**src/design/char_lcd_text_and_number_writer_macros.svh**
```systemverilog
// assertion macros used by the character lcd writer datapath
`ifndef CHAR_LCD_TEXT_AND_NUMBER_WRITER_MACROS_SVH
`define CHAR_LCD_TEXT_AND_NUMBER_WRITER_MACROS_SVH

// condition holds at every clock edge out of reset
`define CLW_ASSERT(label, cond, msg) \
    label: assert property (@(posedge aclk) disable iff (!aresetn) (cond)) \
        else $error(msg);

// antecedent in a cycle implies consequent in the same cycle
`define CLW_ASSERT_IMP(label, ante, cons, msg) \
    label: assert property (@(posedge aclk) disable iff (!aresetn) (ante) |-> (cons)) \
        else $error(msg);

`endif

```
**src/design/clw_pkg.sv**
```systemverilog
// shared types and constants of the character lcd writer
package clw_pkg;

    localparam int LINE_LENGTH = 16;
    localparam int MAX_DIGITS  = 10;

    localparam int POS_W      = $clog2(2 * LINE_LENGTH + 1);
    localparam int COL_W      = 8;
    localparam int BYTE_W     = 8;
    localparam int BASE_W     = 7;
    localparam int DMODE_W    = 2;
    localparam int MODE_W     = 2;
    localparam int VALUE_W    = 32;
    localparam int PROD_W     = 2 * VALUE_W;
    localparam int DIG_W      = 4;
    localparam int DIG_IDX_W  = $clog2(MAX_DIGITS);
    localparam int CFG_IDX_W  = 2;
    localparam int CFG_DATA_W = 8;

    // input item kinds
    localparam logic [MODE_W-1:0] IN_MODE_CMD  = 2'd0;
    localparam logic [MODE_W-1:0] IN_MODE_CHAR = 2'd1;
    localparam logic [MODE_W-1:0] IN_MODE_NUM  = 2'd2;

    // display placement modes
    localparam logic [DMODE_W-1:0] DMODE_TWO_LINE = 2'd0;
    localparam logic [DMODE_W-1:0] DMODE_ONE_LINE = 2'd1;

    // configuration register indexes
    localparam logic [CFG_IDX_W-1:0] CFG_DISPLAY_MODE  = 2'd0;
    localparam logic [CFG_IDX_W-1:0] CFG_FIRST_BASE    = 2'd1;
    localparam logic [CFG_IDX_W-1:0] CFG_SECOND_BASE   = 2'd2;
    localparam logic [CFG_IDX_W-1:0] CFG_ADDR_OPCODE   = 2'd3;

    localparam logic [DMODE_W-1:0] DMODE_RST       = 2'd0;
    localparam logic [BASE_W-1:0]  FIRST_BASE_RST  = 7'd0;
    localparam logic [BASE_W-1:0]  SECOND_BASE_RST = 7'd64;
    localparam logic [BYTE_W-1:0]  OPCODE_RST      = 8'd128;

    localparam logic [BYTE_W-1:0] CLEAR_CMD  = 8'h01;
    localparam logic [BYTE_W-1:0] ASCII_ZERO = 8'd48;

    // floor(n / 10) = (n * RECIP_TEN) >> RECIP_SHIFT for any 32-bit n
    localparam logic [VALUE_W-1:0] RECIP_TEN   = 32'hCCCC_CCCD;
    localparam int                 RECIP_SHIFT = 35;

    typedef enum logic [1:0] {
        SRC_CMD,
        SRC_HOME,
        SRC_ADDR,
        SRC_CHAR
    } emit_src_t;

    typedef enum logic [2:0] {
        PK_NONE,
        PK_TWO_FIRST,
        PK_TWO_SECOND,
        PK_TWO_WRAP,
        PK_ONE_WRITE,
        PK_ONE_WRAP
    } place_kind_t;

    typedef enum logic [3:0] {
        ST_IDLE,
        ST_DECODE,
        ST_CMD,
        ST_HOME,
        ST_CONV_MUL,
        ST_CONV_DIV,
        ST_PLACE,
        ST_PLACE_DATA,
        ST_NEXT,
        ST_FINISH
    } ctrl_state_t;

    typedef struct packed {
        logic      load;
        logic      emit;
        emit_src_t src;
        logic      advance;
        logic      wrap;
        logic      conv_mul;
        logic      conv_div;
        logic      dig_dec;
        logic      finish;
    } clw_cmd_t;

    typedef struct packed {
        logic [MODE_W-1:0] mode;
        place_kind_t       kind;
        logic              write_ok;
        logic              is_clear;
        logic              conv_done;
        logic              dig_first;
    } clw_status_t;

endpackage

```
**src/design/clw_ctrl.sv**
```systemverilog
// sequencer that steps one input item through its bus writes
module clw_ctrl (
    input  logic                 aclk,
    input  logic                 aresetn,
    input  logic                 s_tvalid,
    output logic                 s_tready,
    input  clw_pkg::clw_status_t status,
    output clw_pkg::clw_cmd_t    cmd
);
    import clw_pkg::*;

    ctrl_state_t state_reg;
    ctrl_state_t state_next;

    always_ff @(posedge aclk) begin
        if (!aresetn) begin
            state_reg <= ST_IDLE;
        end else begin
            state_reg <= state_next;
        end
    end

    always_comb begin
        cmd        = '0;
        cmd.src    = SRC_CMD;
        state_next = state_reg;
        s_tready   = 1'b0;
        case (state_reg)
            ST_IDLE: begin
                s_tready = 1'b1;
                if (s_tvalid) begin
                    cmd.load   = 1'b1;
                    state_next = ST_DECODE;
                end
            end
            ST_DECODE: begin
                case (status.mode)
                    IN_MODE_CMD:  state_next = ST_CMD;
                    IN_MODE_CHAR: state_next = ST_PLACE;
                    IN_MODE_NUM:  state_next = ST_CONV_MUL;
                    default:      state_next = ST_FINISH;
                endcase
            end
            ST_CMD: begin
                if (status.write_ok) begin
                    cmd.emit   = 1'b1;
                    cmd.src    = SRC_CMD;
                    state_next = status.is_clear ? ST_HOME : ST_FINISH;
                end
            end
            ST_HOME: begin
                if (status.write_ok) begin
                    cmd.emit   = 1'b1;
                    cmd.src    = SRC_HOME;
                    state_next = ST_FINISH;
                end
            end
            ST_CONV_MUL: begin
                cmd.conv_mul = 1'b1;
                state_next   = ST_CONV_DIV;
            end
            ST_CONV_DIV: begin
                cmd.conv_div = 1'b1;
                state_next   = status.conv_done ? ST_PLACE : ST_CONV_MUL;
            end
            ST_PLACE: begin
                case (status.kind)
                    PK_TWO_FIRST, PK_TWO_SECOND: begin
                        if (status.write_ok) begin
                            cmd.emit   = 1'b1;
                            cmd.src    = SRC_ADDR;
                            state_next = ST_PLACE_DATA;
                        end
                    end
                    PK_ONE_WRITE: begin
                        if (status.write_ok) begin
                            cmd.emit    = 1'b1;
                            cmd.src     = SRC_CHAR;
                            cmd.advance = 1'b1;
                            state_next  = ST_NEXT;
                        end
                    end
                    PK_TWO_WRAP, PK_ONE_WRAP: begin
                        // full display, or a nul in one-line placement: counters restart, character dropped
                        cmd.wrap   = 1'b1;
                        state_next = ST_NEXT;
                    end
                    default: begin
                        state_next = ST_NEXT;
                    end
                endcase
            end
            ST_PLACE_DATA: begin
                if (status.write_ok) begin
                    cmd.emit    = 1'b1;
                    cmd.src     = SRC_CHAR;
                    cmd.advance = 1'b1;
                    state_next  = ST_NEXT;
                end
            end
            ST_NEXT: begin
                if (status.mode == IN_MODE_NUM && !status.dig_first) begin
                    cmd.dig_dec = 1'b1;
                    state_next  = ST_PLACE;
                end else begin
                    state_next = ST_FINISH;
                end
            end
            ST_FINISH: begin
                if (status.write_ok) begin
                    cmd.finish = 1'b1;
                    state_next = ST_IDLE;
                end
            end
            default: begin
                state_next = ST_IDLE;
            end
        endcase
    end

endmodule

```
**src/design/clw_datapath.sv**
```systemverilog
// registers, placement counters, decimal conversion and output staging
`include "char_lcd_text_and_number_writer_macros.svh"

module clw_datapath (
    input  logic                          aclk,
    input  logic                          aresetn,
    input  logic [clw_pkg::MODE_W-1:0]    s_tuser,
    input  logic [clw_pkg::VALUE_W-1:0]   s_tdata,
    input  logic                          cfg_wr_en,
    input  logic [clw_pkg::CFG_IDX_W-1:0] cfg_index,
    input  logic [clw_pkg::CFG_DATA_W-1:0] cfg_wdata,
    input  clw_pkg::clw_cmd_t             cmd,
    output clw_pkg::clw_status_t          status,
    output logic                          m_tvalid,
    input  logic                          m_tready,
    output logic [clw_pkg::BYTE_W-1:0]    m_tdata,
    output logic                          m_tuser,
    output logic                          m_tlast
);
    import clw_pkg::*;

    logic [DMODE_W-1:0] dmode_reg;
    logic [BASE_W-1:0]  first_base_reg;
    logic [BASE_W-1:0]  second_base_reg;
    logic [BYTE_W-1:0]  opcode_reg;

    logic [MODE_W-1:0]    mode_reg;
    logic [VALUE_W-1:0]   num_reg;
    logic [PROD_W-1:0]    product_reg;
    logic [POS_W-1:0]     pos_reg;
    logic [COL_W-1:0]     first_col_reg;
    logic [COL_W-1:0]     second_col_reg;
    logic [DIG_IDX_W-1:0] dig_idx_reg;
    logic [DIG_W-1:0]     digit_store [MAX_DIGITS];

    logic              pend_valid_reg;
    logic              pend_is_data_reg;
    logic [BYTE_W-1:0] pend_byte_reg;
    logic              out_valid_reg;
    logic              out_is_data_reg;
    logic [BYTE_W-1:0] out_byte_reg;
    logic              out_last_reg;

    logic [BYTE_W-1:0]  ch;
    place_kind_t        kind;
    logic [BASE_W-1:0]  addr_base;
    logic [COL_W-1:0]   addr_col;
    logic [BYTE_W-1:0]  addr_byte;
    logic [BYTE_W-1:0]  home_byte;
    logic              new_is_data;
    logic [BYTE_W-1:0] new_byte;
    logic              write_ok;
    logic              out_load;
    logic [VALUE_W-1:0] quot;
    logic [VALUE_W-1:0] quot_x10;
    logic [DIG_W-1:0]   digit;
    logic               conv_done;

    // character being placed: input byte or next decimal digit
    assign ch = (mode_reg == IN_MODE_CHAR) ? num_reg[BYTE_W-1:0]
                : ASCII_ZERO + BYTE_W'(digit_store[dig_idx_reg]);

    always_comb begin
        case (dmode_reg)
            DMODE_TWO_LINE: begin
                if (pos_reg < POS_W'(LINE_LENGTH)) begin
                    kind = PK_TWO_FIRST;
                end else if (pos_reg < POS_W'(2 * LINE_LENGTH)) begin
                    kind = PK_TWO_SECOND;
                end else begin
                    kind = PK_TWO_WRAP;
                end
            end
            DMODE_ONE_LINE: begin
                if (pos_reg < POS_W'(LINE_LENGTH) && ch != '0) begin
                    kind = PK_ONE_WRITE;
                end else begin
                    kind = PK_ONE_WRAP;
                end
            end
            default: begin
                kind = PK_NONE;
            end
        endcase
    end

    assign addr_base = (kind == PK_TWO_SECOND) ? second_base_reg : first_base_reg;
    assign addr_col  = (kind == PK_TWO_SECOND) ? second_col_reg : first_col_reg;
    // address wraps modulo 256 before the opcode bits go on
    assign addr_byte = opcode_reg | (BYTE_W'(addr_base) + BYTE_W'(addr_col));
    assign home_byte = opcode_reg | BYTE_W'(first_base_reg);

    always_comb begin
        case (cmd.src)
            SRC_CMD: begin
                new_is_data = 1'b0;
                new_byte    = num_reg[BYTE_W-1:0];
            end
            SRC_HOME: begin
                new_is_data = 1'b0;
                new_byte    = home_byte;
            end
            SRC_ADDR: begin
                new_is_data = 1'b0;
                new_byte    = addr_byte;
            end
            default: begin
                new_is_data = 1'b1;
                new_byte    = ch;
            end
        endcase
    end

    // a write is held back one step so the final one can carry last
    assign write_ok = !pend_valid_reg || !out_valid_reg || m_tready;
    assign out_load = (cmd.emit || cmd.finish) && pend_valid_reg;

    assign quot      = VALUE_W'(product_reg[PROD_W-1:RECIP_SHIFT]);
    assign quot_x10  = (quot << 3) + (quot << 1);
    assign digit     = DIG_W'(num_reg - quot_x10);
    assign conv_done = (quot == '0) || (dig_idx_reg == DIG_IDX_W'(MAX_DIGITS - 1));

    assign status.mode      = mode_reg;
    assign status.kind      = kind;
    assign status.write_ok  = write_ok;
    assign status.is_clear  = (num_reg[BYTE_W-1:0] == CLEAR_CMD);
    assign status.conv_done = conv_done;
    assign status.dig_first = (dig_idx_reg == '0);

    always_ff @(posedge aclk) begin
        if (!aresetn) begin
            dmode_reg       <= DMODE_RST;
            first_base_reg  <= FIRST_BASE_RST;
            second_base_reg <= SECOND_BASE_RST;
            opcode_reg      <= OPCODE_RST;
        end else if (cfg_wr_en) begin
            case (cfg_index)
                CFG_DISPLAY_MODE: dmode_reg       <= cfg_wdata[DMODE_W-1:0];
                CFG_FIRST_BASE:   first_base_reg  <= cfg_wdata[BASE_W-1:0];
                CFG_SECOND_BASE:  second_base_reg <= cfg_wdata[BASE_W-1:0];
                CFG_ADDR_OPCODE:  opcode_reg      <= cfg_wdata[BYTE_W-1:0];
                default: ;
            endcase
        end
    end

    always_ff @(posedge aclk) begin
        if (!aresetn) begin
            mode_reg       <= IN_MODE_CMD;
            pos_reg        <= '0;
            first_col_reg  <= '0;
            second_col_reg <= '0;
            dig_idx_reg    <= '0;
        end else begin
            if (cmd.load) begin
                mode_reg    <= s_tuser;
                dig_idx_reg <= '0;
            end else if (cmd.conv_div) begin
                if (!conv_done) begin
                    dig_idx_reg <= dig_idx_reg + 1'b1;
                end
            end else if (cmd.dig_dec) begin
                dig_idx_reg <= dig_idx_reg - 1'b1;
            end
            if (cmd.advance) begin
                pos_reg <= pos_reg + 1'b1;
                if (kind == PK_TWO_SECOND) begin
                    second_col_reg <= second_col_reg + 1'b1;
                end else begin
                    first_col_reg <= first_col_reg + 1'b1;
                end
            end else if (cmd.wrap) begin
                pos_reg       <= '0;
                first_col_reg <= '0;
                if (kind == PK_TWO_WRAP) begin
                    second_col_reg <= '0;
                end
            end
        end
    end

    // each decimal digit takes a multiply step, then a correction step
    always_ff @(posedge aclk) begin
        if (cmd.load) begin
            num_reg <= s_tdata;
        end else if (cmd.conv_div) begin
            num_reg <= quot;
        end
        if (cmd.conv_mul) begin
            product_reg <= PROD_W'(num_reg) * PROD_W'(RECIP_TEN);
        end
        if (cmd.conv_div) begin
            digit_store[dig_idx_reg] <= digit;
        end
    end

    always_ff @(posedge aclk) begin
        if (!aresetn) begin
            pend_valid_reg <= 1'b0;
            out_valid_reg  <= 1'b0;
        end else begin
            if (cmd.emit) begin
                pend_valid_reg <= 1'b1;
            end else if (cmd.finish) begin
                pend_valid_reg <= 1'b0;
            end
            if (out_load) begin
                out_valid_reg <= 1'b1;
            end else if (m_tready) begin
                out_valid_reg <= 1'b0;
            end
        end
    end

    always_ff @(posedge aclk) begin
        if (cmd.emit) begin
            pend_is_data_reg <= new_is_data;
            pend_byte_reg    <= new_byte;
        end
        if (out_load) begin
            out_is_data_reg <= pend_is_data_reg;
            out_byte_reg    <= pend_byte_reg;
            out_last_reg    <= cmd.finish;
        end
    end

    assign m_tvalid = out_valid_reg;
    assign m_tdata  = out_byte_reg;
    assign m_tuser  = out_is_data_reg;
    assign m_tlast  = out_last_reg;

    `CLW_ASSERT(a_pos_range, pos_reg <= POS_W'(2 * LINE_LENGTH), "line position past two lines")
    `CLW_ASSERT(a_first_col_range, first_col_reg <= COL_W'(LINE_LENGTH), "first column past line")
    `CLW_ASSERT(a_dig_idx_range, dig_idx_reg <= DIG_IDX_W'(MAX_DIGITS - 1), "digit index overrun")
    `CLW_ASSERT_IMP(a_write_room, cmd.emit || cmd.finish, write_ok, "write with no room")

endmodule

```
**src/design/char_lcd_text_and_number_writer.sv**
```systemverilog
// top level of the character lcd text and number writer
// Takes one item per beat on the s_ side (tuser 0 command byte, 1 character,
// 2 unsigned number) and sends the resulting display bus writes on the m_ side,
// tuser high for a data write and tlast on the final write of the item; an
// item that causes no write sends nothing. One item is in work at a time.
// A clear command is followed by a home address write, and a character in
// two-line placement by its address write first. A number goes through a
// divide-by-ten loop, one decimal digit per pass (a 32 by 32 multiply by the
// reciprocal, then the correction), and its digits are then placed. The final
// write of an item leaves the output register in the cycle after the item ends,
// and back-pressure on m_tready can stall the writes of an item.
module char_lcd_text_and_number_writer (
    input  logic                           aclk,
    input  logic                           aresetn,
    input  logic                           s_tvalid,
    output logic                           s_tready,
    input  logic [clw_pkg::VALUE_W-1:0]    s_tdata,   // value
    input  logic [clw_pkg::MODE_W-1:0]     s_tuser,   // mode
    output logic                           m_tvalid,
    input  logic                           m_tready,
    output logic [clw_pkg::BYTE_W-1:0]     m_tdata,   // bus_byte
    output logic                           m_tuser,   // is_data
    output logic                           m_tlast,
    input  logic                           cfg_wr_en,
    input  logic [clw_pkg::CFG_IDX_W-1:0]  cfg_index,
    input  logic [clw_pkg::CFG_DATA_W-1:0] cfg_wdata
);
    import clw_pkg::*;

    clw_cmd_t    cmd;
    clw_status_t status;

    clw_ctrl u_ctrl (
        .aclk     (aclk),
        .aresetn  (aresetn),
        .s_tvalid (s_tvalid),
        .s_tready (s_tready),
        .status   (status),
        .cmd      (cmd)
    );

    clw_datapath u_datapath (
        .aclk      (aclk),
        .aresetn   (aresetn),
        .s_tuser   (s_tuser),
        .s_tdata   (s_tdata),
        .cfg_wr_en (cfg_wr_en),
        .cfg_index (cfg_index),
        .cfg_wdata (cfg_wdata),
        .cmd       (cmd),
        .status    (status),
        .m_tvalid  (m_tvalid),
        .m_tready  (m_tready),
        .m_tdata   (m_tdata),
        .m_tuser   (m_tuser),
        .m_tlast   (m_tlast)
    );

endmodule

```
**config.mk**
```make
export PLATFORM = sky130hd
export DESIGN_NAME = char_lcd_text_and_number_writer
export DESIGN_NICKNAME = d
export VERILOG_FILES = /design/src/design/clw_pkg.sv /design/src/design/clw_ctrl.sv /design/src/design/clw_datapath.sv /design/src/design/char_lcd_text_and_number_writer.sv
export VERILOG_INCLUDE_DIRS = /design/src /design/src/design
export SDC_FILE = /design/constraint.sdc
export NUM_CORES = 1
export LEC_CHECK = 0
export ABC_CLOCK_PERIOD_IN_PS = 14500
export CORE_MARGIN = 1.5
export CORE_UTILIZATION = 35
export DETAILED_ROUTE_END_ITERATION = 10
export DONT_BUFFER_PORTS = 1
export HOLD_SLACK_MARGIN = 0.02
export SYNTH_ARGS = -nofsm -noshare
export SYNTH_HDL_FRONTEND = slang
export SYNTH_SLANG_ARGS = --single-unit
export TNS_END_PERCENT = 100
```
**constraint.sdc**
```tcl
create_clock -name aclk -period 14.5 [get_ports aclk]
set_input_delay 1.45 -clock aclk [delete_from_list [all_inputs] [get_ports aclk]]
set_output_delay 1.45 -clock aclk [all_outputs]
set_load 0.03 [all_outputs]
```
Yosys cells after proc, flatten, opt, wreduce, memory -nomap -nowiden

Memories as Yosys holds them, arrays and structs flattened. A register that Yosys moved wholly into a read port is not among the register bits.
Cells that the tools add are included.

Flip-flop bits (word level): 173
Memory bits (writable): 40
Input port bits: 49
Output and inout bits: 12
Word-level logic and storage cells: 165
Memories: 1

Memories:

| memory                 | depth | bits a word | read ports | clocked after Yosys merged registers in | write ports | line               | text |
|---|---|---|---|---|---|---|---|
| u_datapath.digit_store | 10    | 4           | 1          | 1                                       | 1           | clw_datapath.sv:34 | `logic [DIG_W-1:0] digit_store [MAX_DIGITS];` |

Add/sub/neg operators: 9
Multiply operators: 1
Magnitude comparators: 2
Eq/ne operators: 32
Muxes and demuxes: 62
Bitwise gates (word level): 3
Reduce and logical (&&, ||, !) cells: 36

Operators with widths:

| cell                     | count |
|---|---|
| $mux W8                  | 9 |
| $mul A32 B32 Y64 const B | 1 |
| $mux W32                 | 2 |
| $mux W4                  | 14 |
| $pmux W4 S10             | 1 |
| $logic_not A32 Y1        | 1 |
| $pmux W8 S3              | 1 |
| $mux W1                  | 21 |
| $add A8 B1 Y8 const B    | 2 |
| $eq A4 B3 Y1 const B     | 4 |
| $eq A4 B4 Y1 const B     | 3 |
| $mux W3                  | 4 |
| $mux W6                  | 2 |
| $pmux W3 S2              | 2 |
| $pmux W3 S4              | 1 |
| $pmux W4 S3              | 1 |
| $reduce_and A2 Y1        | 6 |
| $reduce_bool A2 Y1       | 6 |
| $add A7 B8 Y8            | 1 |
| $eq A2 B1 Y1 const B     | 4 |
| $eq A2 B2 Y1 const B     | 4 |
| $eq A4 B2 Y1 const B     | 2 |
| $eq A8 B1 Y1 const B     | 1 |
| $logic_not A2 Y1         | 4 |
| other kinds (31)         | 48 |

Logic depth before layout (Yosys ltp)

Gate-level depths: netlist of the first run.

Depth after elaboration: 13
Mapped depth: 25
Gate-level depth less buffers: 25

Hierarchy

Synthesis of the first run repeated with hierarchy kept, for this count alone.

Cell total of the unflattened synthesis: 2,392
Area total of the unflattened synthesis: 25,206.7 um^2

By module, submodules not included:

| module       | times used | cells each | area an instance (um^2) | seq. area each (um^2) |
|---|---|---|---|---|
| clw_datapath | 1          | 2,310      | 24,609.9                | 4,764.6 |
| clw_ctrl     | 1          | 82         | 596.8                   | 80.1 |

Worst setup path after synthesis of the first run

No wires, ideal clock.

Kind: register to register
Start point: reg u_datapath.num_reg[20]
End point: reg u_datapath.product_reg[58] (data pin)
Setup time: 259 ps
Arrival time: 6,929 ps
Path slack: 7,312 ps
Stages on the path, launching flop included: 26
Clock period less this slack: 7,188 ps
Cells stage by stage: edfxtp_1 -> ha_1 -> inv_1 -> fa_1 -> inv_1 -> fa_1 -> inv_1 -> fa_1 -> inv_1 -> fa_1 -> fa_1 -> fa_1 -> inv_1 -> fa_1 -> inv_1 -> ha_1 -> clkbuf_1 -> nand2_1 -> o21bai_1 -> a2111oi_0 -> or4_1 -> and3_1 -> a211oi_1 -> o21ai_1 -> o21ai_0 -> xnor2_1

Cells in the longest elaborated chain, start to end: 1

Ends and longest elaborated chain:

| item                   | line                | text |
|---|---|---|
| from (decl)            | clw_datapath.sv:28  | `logic [VALUE_W-1:0] num_reg;` |
| from (signal assigned) | clw_datapath.sv:185 | `num_reg <= s_tdata;` |
| from (signal assigned) | clw_datapath.sv:187 | `num_reg <= quot;` |
| $mul A32 B32 Y64       | clw_datapath.sv:190 | `product_reg <= PROD_W'(num_reg) * PROD_W'(RECIP_TEN);` |
| to (signal assigned)   | clw_datapath.sv:190 |  |
| to (decl)              | clw_datapath.sv:29  | `logic [PROD_W-1:0] product_reg;` |

Every way passes these cells.
A chain may end at the register's enable or synchronous reset.

Final worst setup path of the first run

Start point: reg u_datapath.num_reg[3]
End point: reg u_datapath.product_reg[58] (data pin)

The elaborated chain is that of the path after synthesis.

==> results.sh, run 1 <==
export IMPL_status="finished clean"
export IMPL_grt_ovfl_total=0
export IMPL_syn_inst=2387
export IMPL_r2r_setup_slack_ns=5.95
export IMPL_cts_tree="built"
export IMPL_slew_headroom_pct=28.6
export IMPL_numPortBuffers=0
export IMPL_cts_resized=0
export IMPL_synth_top_area_share_pct=31.4
export IMPL_clock_fmax_mhz=117
export IMPL_synth_top_area_cell="fa_1"
export IMPL_synth_cell_area_um2=24800
export IMPL_rows=97
export IMPL_syn_nets=3195
export IMPL_cp_end_kind="register"
export IMPL_track_usage_pct=20.9
export IMPL_nFillCells=7049
export IMPL_postRouteAntennaNets=0
export IMPL_critPathSlowestCell="edfxtp_1"
export IMPL_ys_seq_area_share_pct=19.5
export IMPL_dp_hpwl_mm=64.3
export IMPL_hold_start="u_datapath.pend_byte_reg[1]"
export IMPL_detail_route_wl_per_cell_um=22.2
export IMPL_synthFlopType="edfxtp_1"
export IMPL_htreeDepth=4
export IMPL_worst_slew_pin_slew_ns=1.07
export IMPL_grt_pass1_wl_mm=114
export IMPL_path_buf_inv=3
export IMPL_crit_chain="inv_1 > ha_1 > xor2_1 > xor2_1 > fa_1 > fa_1 > fa_1 > fa_1 > fa_1 > inv_1 > fa_1 > inv_1 > ha_1 > nand2_1 > o21bai_1 > a2111oi_0 > or4_1 > and3_1 > a211oi_1 > o21ai_1 > o21ai_0 > xnor2_1"
export IMPL_setup_viol_count_final=0
export IMPL_cap_viol_max_count=0
export IMPL_root_buffer="clkbuf_16"
export IMPL_hold_viol=0
export IMPL_startpoint="u_datapath.num_reg[3]"
export IMPL_clock_sinks=182
export IMPL_worstPathMaxFanout=10
export IMPL_cp_required_ns=14.71
export IMPL_diodes=0
export IMPL_antenna_found_initial=1
export IMPL_synthArstFlopShare_pct=0
export IMPL_grt_max_degree=38
export IMPL_hold_buffers=0
export IMPL_syn_area_per_cell_um2=10.4
export IMPL_ios=61
export IMPL_synth_edf_count=120
export IMPL_cts_made_buffers=17
export IMPL_viasPerCell=5.03
export IMPL_finalMaxSlewViolations=0
export IMPL_clkLatencyLatePin_ns=0.47
export IMPL_rsz0062_at_grt="no"
export IMPL_num_vias=16800
export IMPL_clock_skew_ns=0.0192
export IMPL_cts_max_path_buffers=2
export IMPL_period_needed_ns=8.55
export IMPL_yosys_top_cells_count="inv_1 (572), fa_1 (389), ha_1 (370), nand2_1 (126), edfxtp_1 (120)"
export IMPL_drive_gt1_share_pct=3.64
export IMPL_nets=3185
export IMPL_path_common_cell="fa_1"
export IMPL_grt_pass1_vias=18600
export IMPL_firstDrtPassIters=5
export IMPL_gp_congestion=1.05
export IMPL_die_h_um=269
export IMPL_area_delta_synth_final_pct=6.99
export IMPL_min_path_type="reg -> reg"
export IMPL_crit_type="reg -> reg"
export IMPL_wl_mm=73.9
export IMPL_synth_area_leaders="fa_1 (31%), ha_1 (19%), edfxtp_1 (15%)"
export IMPL_core_area_um2=70100
export IMPL_ys_ff_latch=182
export IMPL_die_area_um2=72500
export IMPL_cp_start_kind="register"
export IMPL_fin_setup_tns_ns=0
export IMPL_die_w_um=269
export IMPL_path_clk_slew_ns=0.08
export IMPL_slowest_delay_ns=0.79
export IMPL_cts_setup_buffers=0
export IMPL_ys_warn_count=0
export IMPL_dr_first_iter_drc_count=1008
export IMPL_start_util_pct=35.4
export IMPL_fin_crit_sh_pct=59.0
export IMPL_cp_arrival_ns=8.76
export IMPL_crit_family="adder cells"
export IMPL_ys_types=68
export IMPL_drc_errors=0
export IMPL_largest_reg_flops=40
export IMPL_r2r_start="u_datapath.num_reg[3]"
export IMPL_synth_most_common_cell="inv_1"
-- cells in the final DEF, fill, tap and decap left out, types with 16 or more instances in the layout --
master     instances
ha_1             370
inv_1            572
xor2_1            43
and3_1            16
a21o_1            41
nand2_1          125
o21ai_0           45
clkbuf_16         18
mux2_2            34
xnor2_1           49
edfxtp_1         120
nand4_1           16
dfxtp_1           62
nor2b_1           20
nand3_1           36
a21oi_1           95
fa_1             389
nor3_1            21
mux2i_1           23
nor2_1            98
-- stage by stage --
step                utilization, %  worst slack, ns  instance area (um^2)  std cells  hold slack, ns
floorplan                        -             7.31                 24800       2387           0.400
global placement              36.9             6.10                 25900       3298           0.407
detailed placement            36.9             6.04                 25900       3298           0.405
CTS                           37.8             6.01                 26500       3330           0.426
global route                  37.8             5.62                 26500       3330           0.430
finish                        37.8             5.95                 26500       3330           0.424
-- final timing paths --
check,endpoint,depth (start not counted)
max,u_datapath.product_reg[58],22
min,u_datapath.m_tdata[1],0
max reg2reg,u_datapath.product_reg[58],22
min reg2reg,u_datapath.m_tdata[1],0
-- worst register-to-register path, delay by kind of cell, from the launching register on --
family / cells / cell delay [ns]
adder cells (fa/ha/maj): 8 / 3.91
AO/OA/AOI/OAI: 5 / 1.27
XOR/XNOR: 3 / 1.05
AND/OR/NAND/NOR: 3 / 0.98
flip-flops: 1 / 0.79
buffers and inverters: 3 / 0.30
-- routing by layer --
layer  track usage, %  vias to the layer above  routed length, um  part of all wire (%)
li1                 -                     7693                  -                     -
met1             24.7                     8520              30100                    41
met2             37.4                      394              37600                    51
met3             2.97                      149               2600                   3.5
met4             9.54                        2               3620                   4.9
met5                0                        -                 13                 0.018
-- kinds of logic after synthesis --
kind of cell	count (synthesis)	synth area share [%]
AND/OR/NAND/NOR	391	7.42
AO/OA/AOI/OAI	292	7.57
XOR/XNOR	92	3.25
buffers and inverters	609	9.24
flip-flops	182	19.5
multiplexers	62	2.96
adder cells (fa/ha/maj)	759	50.0
-- final cells by class --
cell class                 count  area, um^2  share of cell area, %
clock buffer                  18         450                   1.70
clock inverter                14         191                  0.721
inverter                     574        2150                   8.12
multi-input combinational   1596       17700                   66.6
sequential                   182        4840                   18.3
tap                          940        1180                   4.43
timing repair buffer           6        45.0                  0.170
Power of run 1 is not shown: default switching activity piles up to over one toggle a cycle in this logic, so the estimate is an artifact.
==> inputs of run 2 (changes only) <==
--- a/config.mk
+++ b/config.mk
@@ -6,7 +6,7 @@
 export SDC_FILE = /design/constraint.sdc
 export NUM_CORES = 1
 export LEC_CHECK = 0
-export ABC_CLOCK_PERIOD_IN_PS = 14500
+export ABC_CLOCK_PERIOD_IN_PS = 8850
 export CORE_MARGIN = 1.5
 export CORE_UTILIZATION = 35
 export DETAILED_ROUTE_END_ITERATION = 10
==> constraint.sdc (replaced) <==
create_clock -name aclk -period 8.85 [get_ports aclk]
set_input_delay 0.885 -clock aclk [delete_from_list [all_inputs] [get_ports aclk]]
set_output_delay 0.885 -clock aclk [all_outputs]
set_load 0.03 [all_outputs]
==> results.sh, run 2 (synthesis gave the netlist of run 1 again) <==
export IMPL_grt_pass1_vias=18500
export IMPL_detail_route_wl_per_cell_um=21.9
export IMPL_hold_viol=0
export IMPL_slowest_delay_ns=0.77
export IMPL_fin_crit_sh_pct=96.2
export IMPL_cts_max_path_buffers=2
export IMPL_path_common_cell="fa_1"
export IMPL_crit_family="adder cells"
export IMPL_clock_sinks=182
export IMPL_rsz0062_at_grt="no"
export IMPL_grt_ovfl_total=0
export IMPL_postRouteAntennaNets=0
export IMPL_htreeDepth=4
export IMPL_cts_resized=0
export IMPL_start_util_pct=35.4
export IMPL_track_usage_pct=20.7
export IMPL_die_h_um=269
export IMPL_gp_congestion=1.05
export IMPL_slew_headroom_pct=19.0
export IMPL_clkLatencyLatePin_ns=0.48
export IMPL_path_buf_inv=3
export IMPL_period_needed_ns=8.52
export IMPL_firstDrtPassIters=5
export IMPL_fin_setup_tns_ns=0
export IMPL_root_buffer="clkbuf_16"
export IMPL_layout_commonest_cell="inv_1"
export IMPL_ios=61
export IMPL_grt_max_degree=38
export IMPL_cap_viol_max_count=0
export IMPL_crit_chain="inv_1 > ha_1 > xor2_1 > xor2_1 > fa_1 > fa_1 > fa_1 > fa_1 > fa_1 > inv_1 > fa_1 > inv_1 > ha_1 > nand2_1 > o21bai_1 > a2111oi_0 > or4_1 > and3_1 > a211oi_1 > o21ai_1 > o21ai_0 > xnor2_1"
export IMPL_hold_buffers=0
export IMPL_clock_skew_ns=0.0155
export IMPL_nets=3194
export IMPL_wl_mm=73.1
export IMPL_status="finished clean"
export IMPL_min_path_type="reg -> reg"
export IMPL_cp_arrival_ns=8.75
export IMPL_dp_hpwl_mm=63.4
export IMPL_die_area_um2=72500
export IMPL_finalMaxSlewViolations=0
export IMPL_crit_type="reg -> reg"
export IMPL_antenna_found_initial=0
export IMPL_drive_gt1_share_pct=3.96
export IMPL_cts_tree="built"
export IMPL_cts_made_buffers=17
export IMPL_cp_required_ns=9.09
export IMPL_cts_setup_buffers=0
export IMPL_worst_slew_pin_slew_ns=1.21
export IMPL_numPortBuffers=0
export IMPL_setup_viol_count_final=0
export IMPL_die_w_um=269
export IMPL_drc_errors=0
export IMPL_critPathSlowestCell="edfxtp_1"
export IMPL_core_area_um2=70100
export IMPL_worstPathMaxFanout=10
export IMPL_path_clk_slew_ns=0.08
export IMPL_cp_start_kind="register"
export IMPL_num_vias=16900
export IMPL_area_delta_synth_final_pct=7.05
export IMPL_rows=97
export IMPL_grt_pass1_wl_mm=112
export IMPL_dr_first_iter_drc_count=992
export IMPL_clock_fmax_mhz=117
export IMPL_cp_end_kind="register"
export IMPL_final_cell_mix="inv_1 (572), fa_1 (389), ha_1 (370)"
export IMPL_largest_reg_flops=40
export IMPL_viasPerCell=5.06
[run 2: cell count changes in the layout (fill, tap and decap cells not counted)]
| cell | delta |
|---|---|
| inv_4 | +2 |
| clkbuf_16 | -1 |
| buf_4 | +9 |
| clkinv_2 | -1 |
| clkbuf_1 | +1 |
| inv_8 | +3 |
| inv_6 | -1 |
| clkinvlp_4 | +2 |
| clkinv_8 | -3 |
| inv_12 | -2 |
| diode_2 | +1 |
[run 2: final cells by class]
cell class | count | area (um^2)
timing repair buffer | 15 | 113
clock buffer | 18 | 429
sequential | 182 | 4840
clock inverter | 14 | 158
antenna | 1 | 2.50
tap | 940 | 1180
multi-input combinational | 1596 | 17700
fill | 7040 | 43600
inverter | 574 | 2150
[run 2: final timing paths]
check	from	end	slack, ns	cells past startpoint
max	u_datapath.num_reg[3]	u_datapath.product_reg[58]	0.33	22
min	u_datapath.pend_is_data_reg	u_datapath.m_tuser	0.43	0
max reg2reg	u_datapath.num_reg[3]	u_datapath.product_reg[58]	0.33	22
min reg2reg	u_datapath.pend_is_data_reg	u_datapath.m_tuser	0.43	0
[run 2: routing by layer]
metal  track usage (%)  share of wire (%)  wire (um)  up-vias
met5                 0                  0          0        -
met2              35.8                 49      36100      465
met4              10.3                5.5       4000        0
li1                  -                  -          -     7707
met3              3.05                4.4       3240      157
met1              25.0                 41      29700     8582
[run 2: stage by stage]
| step | setup WS (ns) | instance area [um^2] | std cells | utilization, % | hold slack (ns) |
|---|---|---|---|---|---|
| 2_1_floorplan | 1.66 | 24800 | 2387 | - | 0.400 |
| 3_3_place_gp | 0.409 | 26000 | 3307 | 37.0 | 0.406 |
| 3_5_place_dp | 0.383 | 26000 | 3307 | 37.0 | 0.414 |
| 4_1_cts | 0.366 | 26600 | 3339 | 37.9 | 0.433 |
| 5_1_grt | 0.00117 | 26600 | 3339 | 37.9 | 0.438 |
| 6_report | 0.334 | 26600 | 3340 | 37.9 | 0.427 |
[run 2: worst reg2reg max path, delay by kind of cell (launching register included)]
kind,cells,cell delay (ns)
flops,1,0.77
compound gates,5,1.38
buf+inv,3,0.28
fa+ha+maj,8,3.88
xor+xnor,3,0.98
simple gates,3,1.01
Power of run 2 is left out for the same reason.
==> inputs of run 3 (changes only) <==
--- a/config.mk
+++ b/config.mk
@@ -6,6 +6,7 @@
 export SDC_FILE = /design/constraint.sdc
 export NUM_CORES = 1
 export LEC_CHECK = 0
+export ABC_AREA = 1
 export ABC_CLOCK_PERIOD_IN_PS = 8850
 export CORE_MARGIN = 1.5
 export CORE_UTILIZATION = 35
==> results.sh, run 3 <==
export IMPL_synth_most_common_cell="inv_1"
export IMPL_numPortBuffers=0
export IMPL_cts_tree="built"
export IMPL_cp_start_kind="register"
export IMPL_largest_reg_flops=40
export IMPL_muxShareOfSynthArea_pct=0.387
export IMPL_ios=61
export IMPL_syn_area_per_cell_um2=8.95
export IMPL_timing_critical_path_to="u_datapath.product_reg[40]"
export IMPL_dpl_cell_area_um2=27300
export IMPL_grt_ovfl_total=0
export IMPL_die_h_um=277
export IMPL_track_usage_pct=21.6
export IMPL_grt_max_degree=59
export IMPL_slew_headroom_pct=33.6
export IMPL_cts_made_buffers=17
export IMPL_reg2reg_to="u_datapath.product_reg[40]"
export IMPL_final_cell_mix="inv_1 (805), fa_1 (389), ha_1 (370)"
export IMPL_detail_route_wl_per_cell_um=20.6
export IMPL_grtUsageMet1_pct=28.3
export IMPL_clock_sinks=182
export IMPL_cp_num_cells=24
export IMPL_cap_viol_max_count=0
export IMPL_synth_top_area_cell="fa_1"
export IMPL_r2r_start="u_datapath.num_reg[21]"
export IMPL_rsz0062_at_grt="no"
export IMPL_cp_arrival_ns=7.80
export IMPL_syn_nets=3737
export IMPL_grt_pass1_wl_mm=124
export IMPL_nFillCells=7682
export IMPL_slowest_delay_ns=0.68
export IMPL_crit_type="reg -> reg"
export IMPL_fin_crit_sh_pct=85.0
export IMPL_hold_viol=0
export IMPL_synthFlopType="edfxtp_1"
export IMPL_root_buffer="clkbuf_16"
export IMPL_path_buf_inv=3
export IMPL_synth_edf_count=120
export IMPL_cts_setup_buffers=0
export IMPL_dr_first_iter_drc_count=1416
export IMPL_viasPerCell=4.94
export IMPL_yosys_area_share_simple_pct=11.1
export IMPL_min_path_type="reg -> reg"
export IMPL_crit_chain="ha_1 > ha_1 > fa_1 > inv_1 > fa_1 > inv_1 > fa_1 > fa_1 > fa_1 > fa_1 > ha_1 > nand2_1 > nor2_1 > inv_1 > nor3_1 > nand3_1 > o21ai_0 > nand2_1 > nand2_1 > nand2_1 > nand2_1 > nand2_1 > nand2_1 > xor2_1"
export IMPL_grt_busiest_layer="met2"
export IMPL_worstPathMaxFanout=6
export IMPL_status="finished clean"
export IMPL_ys_seq_area_share_pct=18.5
export IMPL_drive_gt1_share_pct=2.52
export IMPL_yosys_top_cells_count="inv_1 (805), fa_1 (389), ha_1 (370), nand2_1 (308), nor2_1 (207)"
export IMPL_multi_input_area_um2=18200
export IMPL_synth_fa_ha_area_share_pct=47.4
export IMPL_diodes=0
export IMPL_core_area_um2=74300
export IMPL_synth_top_area_share_pct=29.7
export IMPL_clock_skew_ns=0.0179
export IMPL_grt_use_met2_pct=35.8
export IMPL_dpl_cell_count=3877
export IMPL_path_clk_slew_ns=0.09
export IMPL_nets=3735
export IMPL_critPathSlowestCell="ha_1"
export IMPL_antenna_found_initial=2
export IMPL_cts_max_path_buffers=2
export IMPL_syn_inst=2929
export IMPL_synth_cell_area_um2=26200
export IMPL_synthArstFlopShare_pct=0
export IMPL_ff2ff_path_depth=24
export IMPL_globalRouteMet3Util_pct=3.29
export IMPL_start_util_pct=35.3
export IMPL_stdcell_count=3909
export IMPL_postRouteAntennaNets=0
export IMPL_fin_setup_tns_ns=0
export IMPL_startpoint="u_datapath.num_reg[21]"
export IMPL_die_area_um2=76500
export IMPL_crit_family="adder cells"
export IMPL_gp_congestion=0.998
export IMPL_grt_pass1_vias=20200
export IMPL_setup_ws_ns=1.32
export IMPL_die_w_um=277
export IMPL_firstDrtPassIters=5
export IMPL_setup_viol_count_final=0
export IMPL_synth_area_leaders="fa_1 (30%), ha_1 (18%), edfxtp_1 (14%)"
export IMPL_clkLatencyLatePin_ns=0.48
export IMPL_ys_warn_count=0
export IMPL_ys_types=44
export IMPL_cp_required_ns=9.12
export IMPL_dp_hpwl_mm=70.2
export IMPL_hold_buffers=0
export IMPL_synth_top_family_by_area="adder cells"
export IMPL_num_vias=19300
export IMPL_cts_resized=0
export IMPL_worst_slew_pin_slew_ns=0.989
export IMPL_area_delta_synth_final_pct=6.68
export IMPL_htreeDepth=4
export IMPL_hold_start="u_datapath.pend_is_data_reg"
export IMPL_synth_compound_area_share_pct=7.71
export IMPL_drc_errors=0
export IMPL_layout_commonest_cell="inv_1"
export IMPL_ys_ff_latch=182
export IMPL_finalMaxSlewViolations=0
export IMPL_r2r_setup_slack_ns=1.32
export IMPL_seqCellArea_um2=4840
export IMPL_clock_fmax_mhz=133
export IMPL_final_area_um2=28000
export IMPL_cp_end_kind="register"
export IMPL_place_worst_setup_slack_ns=1.40
export IMPL_path_common_cell="nand2_1"
export IMPL_period_needed_ns=7.53
export IMPL_synthXorXnorAreaFrac_pct=2.81
export IMPL_wl_mm=80.5
export IMPL_rows=100
-- run 3: changes by cell type after synthesis, moves of 26 or more --
cell	previous run	this run
o21ai_0	45	106
a21oi_1	95	167
inv_1	572	805
xnor2_1	49	23
nand3_1	36	81
nor2_1	98	207
a21o_1	41	11
nand2_1	126	308
-- run 3: per-stage QoR --
| step | utilization [%] | hold WS, ns |
|---|---|---|
| after floorplan | - | 0.400 |
| after global placement | 36.8 | 0.405 |
| after detailed placement | 36.8 | 0.405 |
| after CTS | 37.6 | 0.421 |
| after global routing | 37.6 | 0.434 |
| final | 37.6 | 0.419 |
-- run 3: kinds of logic after synthesis --
group	count (synthesis)
simple gates	692
buf+inv	838
mux	9
flops	182
xor+xnor	84
compound gates	365
fa+ha+maj	759
-- run 3: layout make-up --
type                    count  area share [%]
clock buffers              17            1.52
flip-flops and latches    182            17.3
clock inverters            15           0.689
repair buffers              6           0.161
inverters                 811            10.9
multi-input cells        1909            65.1
well taps                 969            4.34
-- run 3: worst min path at each step --
| stage | slack [ns] | depth (start not counted) | end |
|---|---|---|---|
| after CTS | 0.42 | 0 | u_datapath.m_tuser |
| after floorplan | 0.40 | 0 | u_datapath.m_tdata[0] |
| final | 0.42 | 0 | u_datapath.m_tuser |
| after detailed placement | 0.41 | 0 | u_datapath.m_tdata[5] |
| after global routing | 0.43 | 0 | u_datapath.m_tdata[5] |
| after global placement | 0.40 | 0 | u_datapath.m_tdata[1] |
-- run 3: worst reg2reg max path, stage by stage, from the launching register on --
cell	delay, ns
edfxtp_1	0.56
ha_1	0.68
ha_1	0.40
fa_1	0.61
inv_1	0.10
fa_1	0.54
inv_1	0.06
fa_1	0.48
fa_1	0.56
fa_1	0.62
fa_1	0.46
ha_1	0.33
nand2_1	0.10
nor2_1	0.13
inv_1	0.09
nor3_1	0.30
nand3_1	0.12
o21ai_0	0.37
nand2_1	0.09
nand2_1	0.11
nand2_1	0.06
nand2_1	0.13
nand2_1	0.07
nand2_1	0.08
xor2_1	0.26
-- run 3: per-layer routing --
metal,wire (um),vias up
met5,8,-
met1,34500,9458
met3,4550,136
li1,-,9122
met4,3570,2
met2,37800,584
Power of run 3 is left out for the same reason.
